File: config.mk
export PLATFORM = sky130hd
export DESIGN_NAME = ffa_cell
export DESIGN_NICKNAME = d
export VERILOG_FILES = /design/src/hw/rtl/ffa_pkg.sv /design/src/hw/rtl/ffa_cell.sv
export SDC_FILE = /design/constraint.sdc
export NUM_CORES = 1
export LEC_CHECK = 0
export ABC_AREA = 1
export ABC_CLOCK_PERIOD_IN_PS = 1900
export BUFFER_PORTS_ARGS = -buffer_cell sky130_fd_sc_hd__buf_2
export CAP_MARGIN = 20
export CORE_AREA = 2 2 82 104
export CTS_BUF_LIST = sky130_fd_sc_hd__clkbuf_2
export CTS_CLUSTER_DIAMETER = 50
export DETAILED_ROUTE_END_ITERATION = 8
export DIE_AREA = 0 0 84 106
export GPL_TIMING_DRIVEN = 0
export PLACE_DENSITY = 0.92
export SYNTH_ARGS = -nofsm -noshare
export SYNTH_HDL_FRONTEND = slang
export SYNTH_SLANG_ARGS = --single-unit
File: constraint.sdc
create_clock -name i_clk -period 1.9 [get_ports i_clk]
set_clock_uncertainty 0.1 [all_clocks]
set_input_delay 0.285 -clock i_clk [delete_from_list [all_inputs] [get_ports i_clk]]
set_output_delay 0.285 -clock i_clk [all_outputs]
set_load 0.1 [all_outputs]
File: src/hw/rtl/ffa_pkg.sv
`timescale 1ns / 1ps

package ffa_pkg;

    // default geometry of the map
    localparam int DEF_NUM_BLOCKS  = 64;
    localparam int DEF_BLOCK_BYTES = 16;

    // wide enough for any block index or count up to 1024 blocks
    localparam int WAVE_W = 11;

    // field widths
    localparam int BYTES_W   = 11;
    localparam int ADDR_W    = 10;
    localparam int RUNS_W    = 6;
    localparam int BLOCKS_W  = 7;

    // request kinds
    localparam logic REQ_ALLOC = 1'b0;
    localparam logic REQ_FREE  = 1'b1;

    // result status
    localparam logic STATUS_OK    = 1'b0;
    localparam logic STATUS_NOFIT = 1'b1;

    typedef struct packed {
        logic               req_type;
        logic [BYTES_W-1:0] request_bytes;
        logic [ADDR_W-1:0]  region_address;
    } t_ffa_req;

    typedef struct packed {
        logic                status;
        logic [ADDR_W-1:0]   granted_address;
        logic [RUNS_W-1:0]   free_runs;
        logic [BLOCKS_W-1:0] free_blocks;
    } t_ffa_rsp;

    // record that walks down the row of cells, one cell per cycle
    typedef struct packed {
        logic              valid;
        logic              upd;        // 0 search pass, 1 update and count pass
        logic              set_val;    // value written into cells inside [lo, hi)
        logic              found;
        logic              prev_free;
        logic [WAVE_W-1:0] need;
        logic [WAVE_W-1:0] run_len;
        logic [WAVE_W-1:0] run_start;
        logic [WAVE_W-1:0] lo;
        logic [WAVE_W-1:0] hi;
        logic [WAVE_W-1:0] runs;
        logic [WAVE_W-1:0] blocks;
    } t_ffa_wave;

endpackage

File: src/hw/rtl/ffa_cell.sv
`timescale 1ns / 1ps

module ffa_cell
    import ffa_pkg::*;
#(
    parameter int CELL_IDX = 0
) (
    input  logic      i_clk,
    input  logic      i_rst_n,
    input  t_ffa_wave i_wave,
    output t_ffa_wave o_wave
);

    localparam logic [WAVE_W-1:0] K = WAVE_W'(CELL_IDX);

    logic      r_used;
    logic      n_used;
    t_ffa_wave r_wave;
    t_ffa_wave n_wave;
    logic      w_free;

    always_comb begin
        n_wave = i_wave;
        n_used = r_used;
        w_free = 1'b0;
        if (i_wave.valid) begin
            if (i_wave.upd) begin
                if ((K >= i_wave.lo) && (K < i_wave.hi)) begin
                    n_used = i_wave.set_val;
                end
                w_free = !n_used;
                if (w_free) begin
                    n_wave.blocks = i_wave.blocks + WAVE_W'(1);
                    if (!i_wave.prev_free) begin
                        n_wave.runs = i_wave.runs + WAVE_W'(1);
                    end
                end
                n_wave.prev_free = w_free;
            end else if (!i_wave.found) begin
                if (!r_used) begin
                    if (i_wave.run_len == '0) begin
                        n_wave.run_start = K;
                    end
                    n_wave.run_len = i_wave.run_len + WAVE_W'(1);
                    if (n_wave.run_len == i_wave.need) begin
                        n_wave.found = 1'b1;
                    end
                end else begin
                    n_wave.run_len = '0;
                end
            end
        end
    end

    always_ff @(posedge i_clk) begin
        if (!i_rst_n) begin
            r_used       <= 1'b0;
            r_wave.valid <= 1'b0;
        end else begin
            r_used <= n_used;
            r_wave <= n_wave;
        end
    end

    assign o_wave = r_wave;

endmodule

==> out/summary.md, run 1 <==
Following the worst setup path forward leads to its endpoint at o_wave[15]. The final critical path time including I/O delays and setup was 1870 ps. The number of placed instances, taps included, is 597. Across the whole layout, storage elements account for 2470 sq um. The start of the worst register-to-register path is r_used.

Using the TritonRoute via totals, the vias-per-cell ratio works out to 5.11. Summed over all nets, the switching power comes to 2.02 mW. The detailed-route wire length per cell works out to 15.9 um. The cell that appears most often on the critical path is sky130_fd_sc_hd__nand2_1. The run gives 540 ps as the latest clock arrival within the worst-skew pair.

The tools report the startpoint class of the critical path as an input pin. The H-tree generated during clock tree synthesis spans 3 levels. With fillers left out, the area of the finished cells amounts to 5680 sq um. The global-route usage over all layers came out at 0.248. Setup violations remaining at the end of the flow were counted as 0.

Data on the critical path arrives at its endpoint at 2100 ps. Initial antenna violation count: 2. The run finished with clean final reports.

The initialized floorplan defines 37 standard-cell rows. The sum of negative setup slack was 0 ps. Setup repair after global routing left no endpoint under its margin. The effective utilization at floorplan was 0.470; the depth of the worst register-to-register path was 5.

For the placed cell area, the log shows 4740 sq um. The signal on the critical path passes through dlygate4sd3_1, buf_2, nor3_1, nand2_1, nand3_2, nand3_4, nor2_4, buf_8, nand3_1, nand2_1, nand2_2. The logs give 0.656 for the post-synthesis sequential area ratio and 373 for the number of violations reported at the end of detailed-routing iteration 0. Worst setup slack for register-to-register paths: 200 ps. For this design, the slowest cell found on the critical path is sky130_fd_sc_hd__dlygate4sd3_1. The final number of max-transition violations was 0.

The logs give 422 for the synthesized netlist net count and 10.9 mm for the final wirelength. The tightest hold path in the finished design has a slack of 31.6 ps. In this run, synthesis produced a sequential element count of 83. After clock tree synthesis, the clock-pin slew on the worst setup and hold paths is 230 ps. Yosys printed 0 warnings. TritonCTS created 9 clock buffers. For the post-DP HPWL, the log shows 6.76 mm.

The number of global-route vias before repair is 3602, and the clock network fraction of total power is 0.192. 166 I/O pins were placed. The count of nets left with antenna violations once routing finished came out at 0.

The reported leakage power is 2.60 nW, and the global-route wire length before repair is 16.9 mm. Switching power share of the total: 0.417. In this run the worst path has a maximum fanout of 6. The stage delay of the slowest cell on the critical path is 530 ps. Across the run, the number of max-cap violations was 0. The first-pass detailed-route iteration total was 6. The dominant delay contributor by cell family on the critical path was simple AND/OR/NAND/NOR gates. STA classifies the critical path endpoint as a flip-flop. The count of clock tree sinks is 83, and the average cell area after synthesis is 11.3 sq um. Across all setup checks in the final design, the least slack found is 32.3 ps. The relative slew slack was 0.537; the layout cell share with drive strength beyond 1 was 0.348. The last weighted congestion value of the routability-driven placer is 0.882. The area overhead of the layout relative to synthesis is 50.7%, and the count of unique library cells instantiated by Yosys is 27. Wire segments on met3 add up to 894 um in the final route. The count of unresolved DRC violations after routing was 0; the pin count of the biggest net entering global routing was 64.

The die is 106 um tall. The tools report the start point of the critical path as i_wave[24]. The routed layout has 3521 vias. The internal portion of total power was 2.82 mW. The number of buffers and inverters on the critical path is 3. The post-route non-filler standard cell count is 689. The logs give 0.709 for the final core area utilization and 2130 ps for the required time at the worst-slack endpoint. The worst hold path belongs to the class in -> reg. For this design the ratio of total power to cell area is 852 nW/um^2. The run gives 0.535 GHz as the fmax. After synthesis the cells add up to 3770 sq um. The sequential share of power is 0.458.

The critical path is of the in -> reg type. The die width is 84 um. Synthesis produced 334 cells. Final hold violation count: 0.

The count of buffers inserted at the top-level ports is 165, and the transition time of the tightest slew-check pin is 688 ps. In the final design database the tool counted 672 nets. Power comes to 4.84 mW.

CTS placed an instance of sky130_fd_sc_hd__clkbuf_2 at the clock tree root. Counting the fill cells in the layout gives 519. The area enclosed by the die boundary was 8900 sq um. The detailed router put a total of 3.81 mm of wire on met1. The final clock period utilization by the worst path was 0.983; the relative contribution of combinational cells to total power was 0.351. OpenSTA, run right after detailed placement, puts the worst setup slack at -158 ps. Summing all multi-input logic gate instances after layout gives 1120 sq um.

TritonCTS built the clock tree. Global routing finished with a remaining overflow of 0. Summed over all nets, wire length on met2 after detailed routing comes to 5.79 mm. The number of logic stages on the critical path including buffering was 11. The tools report the area of the core region as 8010 sq um. The endpoint identified for the worst register-to-register timing path is o_wave[50].

The uppermost layer routed was met4. The run gives 654 uV as the peak supply drop. The run gives 2 as the clock tree buffer depth.
[worst min path at each step]
stage          startpoint         end  slack (ps)  cells after the start
2_1_floorplan  i_wave[81]  o_wave[81]         280                      2
3_5_place_dp   i_wave[27]  o_wave[27]         380                      1
3_3_place_gp   i_wave[32]  o_wave[32]         380                      1
6_report       i_wave[56]  o_wave[56]          30                      3
5_1_grt        i_wave[16]  o_wave[16]          20                      3
4_1_cts        i_wave[16]  o_wave[16]          10                      3
[power groups by stage]
stage | combinational [mW] | sequential (mW) | clock [mW]
2_1_floorplan | 0.159 | 3.32 | 0
4_1_cts | 1.66 | 2.21 | 0.948
6_report | 1.70 | 2.22 | 0.927
3_3_place_gp | 1.52 | 2.25 | 0
3_5_place_dp | 1.55 | 2.25 | 0
5_1_grt | 1.75 | 2.23 | 1.02
[area by class of cell]
type                       instances  share of cell area
timing repair buffer             239               0.285
inverter                          54              0.0357
sequential                        83               0.435
clock inverter                     7              0.0119
tap                               97              0.0214
clock buffer                       9             0.00793
buffer                             2             0.00397
antenna                            3             0.00132
multi-input combinational        195               0.197
[synthesized netlist by cell type]
| cell | count | area [sq um] |
|---|---|---|
| sky130_fd_sc_hd__inv_1 | 54 | 203 |
| sky130_fd_sc_hd__nor2_4 | 1 | 11.3 |
| sky130_fd_sc_hd__xnor2_1 | 10 | 87.6 |
| sky130_fd_sc_hd__o22ai_1 | 6 | 37.5 |
| sky130_fd_sc_hd__ha_1 | 4 | 50.1 |
| sky130_fd_sc_hd__nand2_1 | 60 | 225 |
| sky130_fd_sc_hd__xor2_1 | 14 | 123 |
| sky130_fd_sc_hd__nor2_2 | 3 | 18.8 |
| sky130_fd_sc_hd__dfxtp_1 | 2 | 40.0 |
| sky130_fd_sc_hd__buf_8 | 1 | 15.0 |
| sky130_fd_sc_hd__nand3_1 | 19 | 95.1 |
| sky130_fd_sc_hd__o211ai_1 | 1 | 7.51 |
| sky130_fd_sc_hd__or2_2 | 2 | 12.5 |
| sky130_fd_sc_hd__nor4_1 | 2 | 12.5 |
| sky130_fd_sc_hd__mux2_2 | 1 | 11.3 |
| sky130_fd_sc_hd__nand3_4 | 1 | 17.5 |
| sky130_fd_sc_hd__buf_2 | 1 | 5.00 |
| sky130_fd_sc_hd__edfxtp_1 | 81 | 2430 |
| sky130_fd_sc_hd__o21ai_0 | 11 | 55.1 |
| sky130_fd_sc_hd__nand4_1 | 6 | 37.5 |
| sky130_fd_sc_hd__xnor3_1 | 1 | 22.5 |
| sky130_fd_sc_hd__nand3_2 | 1 | 10.0 |
| sky130_fd_sc_hd__nand3b_1 | 1 | 7.51 |
| sky130_fd_sc_hd__nand2_2 | 3 | 18.8 |
| sky130_fd_sc_hd__nor3_1 | 5 | 25.0 |
| sky130_fd_sc_hd__nor2_1 | 41 | 154 |
| sky130_fd_sc_hd__xnor2_2 | 2 | 32.5 |
[worst reg2reg max path, stage by stage (launching register included)]
cell and delay [ps]:
sky130_fd_sc_hd__dfxtp_1 410, sky130_fd_sc_hd__nor2_4 200, sky130_fd_sc_hd__nand2_2 180, sky130_fd_sc_hd__nor3_4 260
sky130_fd_sc_hd__clkbuf_4 240, sky130_fd_sc_hd__nor2_1 70
[logic make-up (layout without fill, tap and decap cells)]
kind of cell	after synthesis	after routing	synth area share
buffers and inverters	56	311	0.0591
muxes	1	1	0.00299
adders and majority gates	4	4	0.0133
DFF	83	83	0.656
AOI/OAI and AO/OA	18	18	0.0266
other	0	3	0
and+or+nand+nor	145	145	0.171
xor gates and xnor gates	27	27	0.0704
[repair_timing]
action | CTS | global route
hold endpoints to repair | 80 | 1
setup endpoints to repair | 1 | 16
buffers inserted | 0 | 4
resized for setup | 1 | 13
pin swaps | 0 | 12
hold buffers | 72 | 1
cloned | 0 | 1
[cells in the final DEF (no fill, tap or decap), types with 2 or more instances in the layout]
cell,instances
sky130_fd_sc_hd__nand4_1,6
sky130_fd_sc_hd__xor2_1,14
sky130_fd_sc_hd__o22ai_1,6
sky130_fd_sc_hd__or2_2,2
sky130_fd_sc_hd__nand3_2,2
sky130_fd_sc_hd__nand2_2,6
sky130_fd_sc_hd__nor2_4,2
sky130_fd_sc_hd__clkbuf_2,9
sky130_fd_sc_hd__nor2_2,5
sky130_fd_sc_hd__nand3_1,17
sky130_fd_sc_hd__clkinv_1,2
sky130_fd_sc_hd__nand3_4,2
sky130_fd_sc_hd__ha_1,4
sky130_fd_sc_hd__o21ai_0,11
sky130_fd_sc_hd__buf_4,5
sky130_fd_sc_hd__dlygate4sd3_1,72
sky130_fd_sc_hd__edfxtp_1,81
sky130_fd_sc_hd__xnor2_2,2
sky130_fd_sc_hd__diode_2,3
sky130_fd_sc_hd__buf_2,159
sky130_fd_sc_hd__nor4_1,2
sky130_fd_sc_hd__nor2_1,38
sky130_fd_sc_hd__xnor2_1,10
sky130_fd_sc_hd__inv_1,54
sky130_fd_sc_hd__nand2_1,57
sky130_fd_sc_hd__dfxtp_1,2
sky130_fd_sc_hd__nor3_1,4
[layer usage]
metal	vias to the layer above	global-route usage
met1	1630	0.256
met5	-	0
met3	54	0.0668
li1	1622	-
met2	215	0.462
met4	0	0.112
[state kept, by name (all words and copies together), names as in the netlist]
register and cells:
o_wave 82, r_used 1
Power figures use the tool's default switching activity.
==> inputs of run 2 (changes only) <==
Settings changed: ABC_AREA 1 to unset, CAP_MARGIN 20 to unset, CORE_AREA 2 2 82 104 to 2 2 83 105, DIE_AREA 0 0 84 106 to 0 0 85 107.
==> out/summary.md, run 2 <==
The area share of the largest cell type after synthesis is 0.624 (-0.0212), and the sequential share of power is 0.475 (+0.017). The final critical path time including I/O delays and setup came out at 1820 ps (-47.8 ps). The number of enable-type register cells in the synthesized netlist came out at 81 (unchanged). Final wirelength: 11.5 mm (+5.1%).

The total power divided by cell area came out at 818 nW/um^2 (-3.9%). The logs give -344 ps (-187 ps) for the pre-CTS setup slack and 0.248 (+0.000859) for the global-route usage over all layers. The startpoint class of the critical path was an input pin. The logs give 0.0516 (-0.0152) for the met3 usage in global routing and 0 (-2) for the initial antenna violation count. For the cell count after synthesis, the log shows 314 (-6.0%). The count of unique library cells instantiated by Yosys came out at 43 (+59%). The pin count of the biggest net entering global routing was 55 (-14%); the layout cell share with drive strength beyond 1 was 0.344 (-0.00408). For the count of unresolved DRC violations after routing, the log shows 0 (unchanged).

The effective utilization at floorplan is 0.481 (+0.0104). The clock input transition at the sequential cells of the worst setup and hold paths is 220 ps (about the same). Setup repair after global routing left no endpoint under its margin.

The post-synthesis sequential area ratio was 0.635 (-0.0215). The tools report the area occupied by multi-input gates as 1310 sq um (+16%). After global routing, the most crowded layer is met2. By count the netlist is led by 81 x sky130_fd_sc_hd__edfxtp_1, 32 x sky130_fd_sc_hd__nand2_1, 25 x sky130_fd_sc_hd__xnor2_1, 17 x sky130_fd_sc_hd__nand3_1, 16 x sky130_fd_sc_hd__nor2_1.

The tightest hold margin is 60.2 ps (+28.6 ps). The post-DP HPWL is 7.42 mm (+9.8%). Walking the worst path, the cells encountered are dlygate4sd3_1, buf_2, xnor2_1, or3_1, a21oi_1, or3_1, a41o_1. The run gives 0 (unchanged) as the number of warning messages in the yosys log. The latest clock arrival within the worst-skew pair is 510 ps (-30 ps), and the total power draw is 4.64 mW (-4.0%). The netlist area before placement came out at 3890 sq um (+3.4%). The tools report the synthesized netlist net count as 402 (-4.7%). The average vias per placed instance was 5.44 (+6.5%). Most used flip-flop cell after synthesis: sky130_fd_sc_hd__edfxtp_1.

The number of synthesized register bits was 83 (unchanged); the die width was 85 um (+1.2%). The required time at the worst-slack endpoint was 2110 ps (-20 ps). The stage delay of the slowest cell on the critical path is 530 ps (about the same). The tree is rooted in a sky130_fd_sc_hd__clkbuf_2. For this design, the slowest cell found on the critical path is sky130_fd_sc_hd__dlygate4sd3_1.

The net switching component of the power is 1.97 mW (-2.7%), and the residual overflow from global routing is 0 (unchanged). The run gives 0 (unchanged) as the final hold violation count. The flip-flop count of the largest register, all copies and words added works out to 82 (unchanged). The run gives 0 (unchanged) as the setup fix buffers added after clock tree synthesis. The logs give 0.165 (-0.027) for the clock network fraction of total power and 228 (-39%) for the number of violations reported at the end of detailed-routing iteration 0.

The final core area utilization was 0.700 (-0.00872); the total instance count after detailed placement was 572 (-4.2%). By instance count, the leading cell after synthesis is sky130_fd_sc_hd__edfxtp_1. The fraction of registers with async set/reset works out to 0 (unchanged). The number of nets with antenna violations after detailed routing is 0 (unchanged), and the highest net fanout along the worst path is 4 (-2). Grouping stages by cell kind, the critical path spends the most delay in buffers and inverters. The relative contribution of combinational cells to total power was 0.360 (+0.009).

TritonCTS built the clock tree. The flow ran to the end, and the final reports show no timing, DRC or antenna violations. The final number of max-transition violations came out at 0 (unchanged). The max-capacitance violation count was 0 (unchanged).

The data arrival at the endpoint of the critical path was 2030 ps (-70 ps); the post-route non-filler standard cell count was 661 (-4.1%). The area enclosed by the die boundary was 9100 sq um (+2.1%); the final clock period utilization by the worst path was 0.958 (-0.0251). The buffers plus inverters on the worst setup path works out to 2 (-1). The logs give 2.35 nW (-9.6%) for the reported leakage power and 17.5 mm (+3.5%) for the global-route wire length before repair.

The die extent in y came out at 107 um (+0.94%). The commonest non-fill, non-tap cell in the layout was sky130_fd_sc_hd__buf_2. The switching power share of the total works out to 0.423 (+0.00587).

The tools report the relative slew slack as 0.656 (+0.119). The setup path with the least slack is of type in -> reg. The min-delay analysis places its worst path in the category in -> reg. The worst setup path is captured at a flip-flop.

For the number of buffers inserted during clock tree synthesis, the log shows 9 (unchanged). The top cell types in the final layout, fill and taps aside, are 166 x sky130_fd_sc_hd__buf_2, 81 x sky130_fd_sc_hd__edfxtp_1, 75 x sky130_fd_sc_hd__dlygate4sd3_1. The register area was 2470 sq um (unchanged); the least setup slack across all paths after layout was 80.0 ps (+47.8 ps). The total vias in the final route was 3597 (+2.2%); the number of instances resized during post-cts repair was 0 (-1). Compared with the post-synthesis result, the final layout area differs by 45.7%.

For the number of inserted filler cells in the final layout, the log shows 538 (+3.7%). The tools report the total number of H-tree levels as 3 (unchanged). The logs give 3595 (-0.19%) for the number of global-route vias before repair and 0 (-3) for the number of antenna cells inserted.

The detailed-route wire length per cell was 17.4 um (+9.5%). The fmax was 0.549 GHz (+2.6%). The logs give 0.478 (+0.0165) for the fraction of met2 tracks used by global routing and 0.261 (+0.00489) for the met1 layer usage reported by global route.

The transition time of the tightest slew-check pin came out at 520 ps (-168 ps). The count of clock tree sinks came out at 83 (unchanged). The placement row count was 37 (unchanged); the clock tree buffer depth was 2 (unchanged). The average cell area after synthesis works out to 12.4 sq um (+10%). Dominant cell type by count on the critical path: sky130_fd_sc_hd__or3_1.

Dominant cell type by area after synthesis: sky130_fd_sc_hd__edfxtp_1. The tools report the net count of the finished layout as 649 (-3.4%). Count of boundary I/O pins: 166 (unchanged). The internal portion of total power was 2.68 mW (-5.0%); the count of buffers inserted at the top-level ports was 160 (-3.0%).

The count of hold-fix buffers inserted at cts was 75 (+4.2%). Yosys attributes the largest share of cell area to sky130_fd_sc_hd__edfxtp_1 62%, sky130_fd_sc_hd__xnor2_1 5.6%, sky130_fd_sc_hd__nand2_1 3.1%. The tools report the peak supply drop as 618 uV (-5.5%). The first-pass detailed-route iteration total is 5 (-1).

The logs give 0 (unchanged) for the number of failing setup endpoints in the final timing report and 8100 sq um (+1.2%) for the area of the core region. For the last weighted congestion value of the routability-driven placer, the log shows 0.896 (+1.6%).
==> run 2: cell count changes in the layout (fill, tap and decap cells not counted), sizes merged, moves of 10 or more <==
| cell | delta |
|---|---|
| inv | -47 |
| nand2 | -31 |
| nor2 | -29 |
| and2 | +13 |
| xnor2 | +13 |
| a21oi | +11 |
| xor2 | -10 |
==> run 2: path summary, 6_finish.rpt <==
check                  start  cells after the start    endpoint  slack, ps
setup / recovery  i_wave[75]                      7  o_wave[78]         80
hold / removal    i_wave[58]                      3  o_wave[58]         60
setup reg to reg      r_used                      4  o_wave[12]        130
hold reg to reg       r_used                      2  o_wave[55]        740
==> run 2: metal layers <==
| metal | wire length (um) | up-vias |
|---|---|---|
| met4 | 272 | 0 |
| li1 | - | 1652 |
| met1 | 4060 | 1713 |
| met5 | 0 | - |
| met3 | 795 | 28 |
| met2 | 6370 | 204 |
==> run 2: power groups by stage <==
stage	logic, mW	registers, mW	clock network, mW
after floorplan	0.179	3.27	0
after global placement	1.51	2.24	0
after detailed placement	1.53	2.25	0
after CTS	1.65	2.21	0.772
after global routing	1.72	2.22	0.846
final	1.67	2.21	0.764
==> run 2: layout make-up <==
class | instances | area share
well taps | 97 | 0.0214
clock buffers | 9 | 0.00794
plain buffers | 16 | 0.0161
flip-flops and latches | 83 | 0.436
multi-input cells | 208 | 0.230
inverters | 7 | 0.00463
repair buffers | 236 | 0.279
clock inverters | 5 | 0.00551
==> run 2: worst min-delay path, cell delays in order <==
cell and delay [ps]:
sky130_fd_sc_hd__buf_4 140, sky130_fd_sc_hd__nand2_1 50, sky130_fd_sc_hd__o21ai_0 100
==> run 2: kinds of logic after synthesis <==
family	synth area share
xor+xnor	0.0652
buf+inv	0.0302
flops	0.635
compound gates	0.0472
mux	0.0186
fa+ha+maj	0.0154
simple gates	0.189
==> run 2: metrics by stage <==
step,TNS (ps),instance area (sq um)
2_1_floorplan,0,3890
3_3_place_gp,-20380,4820
3_5_place_dp,-6830,4850
4_1_cts,0,5670
5_1_grt,0,5670
6_report,0,5670
==> inputs of run 3 (changes only) <==
Settings changed: ABC_AREA set to 1, BUFFER_PORTS_ARGS -buffer_cell sky130_fd_sc_hd__buf_2 to -buffer_cell sky130_fd_sc_hd__clkbuf_2, CORE_AREA 2 2 83 105 to 2 2 82 104, DIE_AREA 0 0 85 107 to 0 0 84 106, HOLD_SLACK_MARGIN set to 0.1.
==> out/summary.md, run 3 (synthesis gave the netlist of run 1 again) <==
The flow ran to the end, and the final reports show no timing, DRC or antenna violations. The signal on the critical path passes through dlygate4sd3_1, nor2_1, nand2_1, nor2_2, nand2_2, nand2_4, nand3_4, nor2_4, buf_8, nand4_1, nand2_1, inv_1. The library cell used most frequently in the layout, excluding fill and tap cells, is sky130_fd_sc_hd__clkbuf_2. The logs give 1 (+1) for the initial antenna violation count and -162 ps (+183 ps) for the pre-CTS setup slack.

The run gives 550 ps (+40 ps) as the latest clock arrival within the worst-skew pair. The startpoint class of the critical path is an input pin. The least setup slack across all paths after layout came out at 50.9 ps (-29.2 ps).

The tools report the first-pass detailed-route iteration total as 7 (+2). The detailed-route wire length per cell was 16.7 um (-4.1%); the layout cell share with drive strength beyond 1 was 0.341 (-0.00340). The tools report the placement row count as 37 (unchanged). The effective utilization at floorplan is 0.470 (-0.0104).

Sum of negative setup slack: 0 ps (unchanged). The flip-flop count of the largest register, all copies and words added is 82 (unchanged). The number of violations reported at the end of detailed-routing iteration 0 is 324 (+42%). The area of the core region was 8010 sq um (-1.1%). The clock input transition at the sequential cells of the worst setup and hold paths works out to 220 ps (about the same). Path class of the lowest-slack min-delay path: in -> reg. The final hold violation count was 0 (unchanged); the stage delay of the slowest cell on the critical path was 560 ps (+30 ps). The peak supply drop came out at 565 uV (-8.6%). The number of global-route vias before repair came out at 3695 (+2.8%). Count of boundary I/O pins: 166 (unchanged). The slowest stage cell on the critical path is sky130_fd_sc_hd__dlygate4sd3_1. The total power divided by cell area works out to 834 nW/um^2 (+1.8%). The tools report the nature of the critical path endpoint as a flip-flop.

The met3 usage in global routing is 0.0559 (+0.00432), and the fraction of met2 tracks used by global routing is 0.468 (-0.0102). The final critical path time including I/O delays and setup came out at 1850 ps (+29.2 ps). The final clock period utilization by the worst path came out at 0.973 (+0.0153). The residual overflow from global routing was 0 (unchanged); the data arrival at the endpoint of the critical path was 2100 ps (+70 ps). The area overhead of the layout relative to synthesis came out at 55.6%. The tools report the required time at the worst-slack endpoint as 2150 ps (+40 ps). The number of nets with antenna violations after detailed routing is 0 (unchanged), and the highest net fanout along the worst path is 6 (+2). For the count of clock tree sinks, the log shows 83 (unchanged).

The clock tree buffer depth is 2 (unchanged). For the placed cell area, the log shows 4740 sq um (-2.1%). For the total vias in the final route, the log shows 3560 (-1.0%).

The die width is 84 um (-1.2%), and the final number of max-transition violations is 0 (unchanged). The number of buffers inserted during clock tree synthesis was 9 (unchanged); the post-route cell area was 5860 sq um (+3.3%). Dominant cell type by count on the critical path: sky130_fd_sc_hd__nand2_1. The run gives 0 (unchanged) as the max-capacitance violation count. The relative slew slack was 0.556 (-0.0997). The run gives 0.882 (-1.6%) as the last weighted congestion value of the routability-driven placer. The logs give 0.279 (+0.0174) for the met1 layer usage reported by global route and 0.541 GHz (-1.6%) for the fmax. The transition time of the tightest slew-check pin is 660 ps (+140 ps), and the pin count of the biggest net entering global routing is 61 (+11%).

The die extent in y is 106 um (-0.93%). The critical path is of the in -> reg type. The total number of H-tree levels came out at 3 (unchanged). The net count of the finished layout is 682 (+5.1%), and the final wirelength is 11.6 mm (+1.1%).

The tree is rooted in a sky130_fd_sc_hd__clkbuf_2. The count of unresolved DRC violations after routing was 0 (unchanged); the average vias per placed instance was 5.11 (-6.1%). The layer carrying the most global-route usage was met2. The count of buffers inserted at the top-level ports is 165 (+3.1%), and the global-route wire length before repair is 17.6 mm (+0.75%). The tools report the area enclosed by the die boundary as 8900 sq um (-2.1%).

The post-DP HPWL was 6.86 mm (-7.6%); the reported leakage power was 2.72 nW (+16%). The logs give 0.256 (+0.00748) for the global-route usage over all layers and 0 (unchanged) for the number of failing setup endpoints in the final timing report. The library cells used most frequently in the layout, excluding fill and tap cells, are 159 x sky130_fd_sc_hd__clkbuf_2, 83 x sky130_fd_sc_hd__dlygate4sd3_1, 81 x sky130_fd_sc_hd__edfxtp_1. TritonCTS built the clock tree.
## run 3: changes by cell type in the layout (fill, tap and decap cells not counted), moves of 13 or more
cell / change
sky130_fd_sc_hd__xnor2_1: -15
sky130_fd_sc_hd__buf_2: -165
sky130_fd_sc_hd__nand2_1: +23
sky130_fd_sc_hd__inv_1: +47
sky130_fd_sc_hd__clkbuf_2: +150
sky130_fd_sc_hd__and2_1: -13
sky130_fd_sc_hd__nor2_1: +20
## run 3: final cells by class
cell class / instances / area [sq um]
clock inverter: 7 / 67.6
fill: 498 / 2150
multi-input combinational: 195 / 1150
sequential: 83 / 2470
antenna: 1 / 2.50
clock buffer: 9 / 45.0
inverter: 54 / 203
tap: 97 / 121
buffer: 2 / 22.5
timing repair buffer: 249 / 1780
## run 3: path summary, 6_finish.rpt
path / cells past startpoint / startpoint / slack [ps] / to
setup / recovery: 12 / i_wave[37] / 50 / o_wave[20]
hold / removal: 5 / i_wave[80] / 180 / r_used
setup reg to reg: 5 / r_used / 200 / o_wave[45]
hold reg to reg: 2 / r_used / 580 / r_used
## run 3: timing repair
action	4_1_cts	5_1_grt
resized for setup	1	31
pin swaps	0	15
hold buffers	85	5
gates cloned	0	1
endpoints found under the hold margin	93	5
setup endpoints to repair	8	29
buffers inserted	0	5
## run 3: worst max-delay path: cells and delay by family
kind | cells | cell delay [ps]
and+or+nand+nor | 9 | 1060
buffers and inverters | 3 | 750
## run 3: through the flow
step	hold WS, ps	utilization	std cells	power [mW]
floorplan	278	-	334	3.47
detailed placement	381	0.592	597	3.80
finish	178	0.732	697	4.89
global placement	379	0.589	596	3.77
global route	198	0.732	697	5.04
CTS	134	0.713	698	4.85
## run 3: power by group
group	leakage [nW]	internal [mW]	switching (mW)	total, mW
sequential	0.809	2.17	0.0498	2.22
combinational	1.84	0.363	1.37	1.73
clock	0.0674	0.300	0.628	0.927
## run 3: per-layer routing
metal | part of all wire | routed length (um) | up-vias
met2 | 0.55 | 6420 | 196
met5 | 0 | 0 | -
met3 | 0.072 | 833 | 36
met4 | 0.029 | 333 | 0
met1 | 0.35 | 4030 | 1683
li1 | - | - | 1645
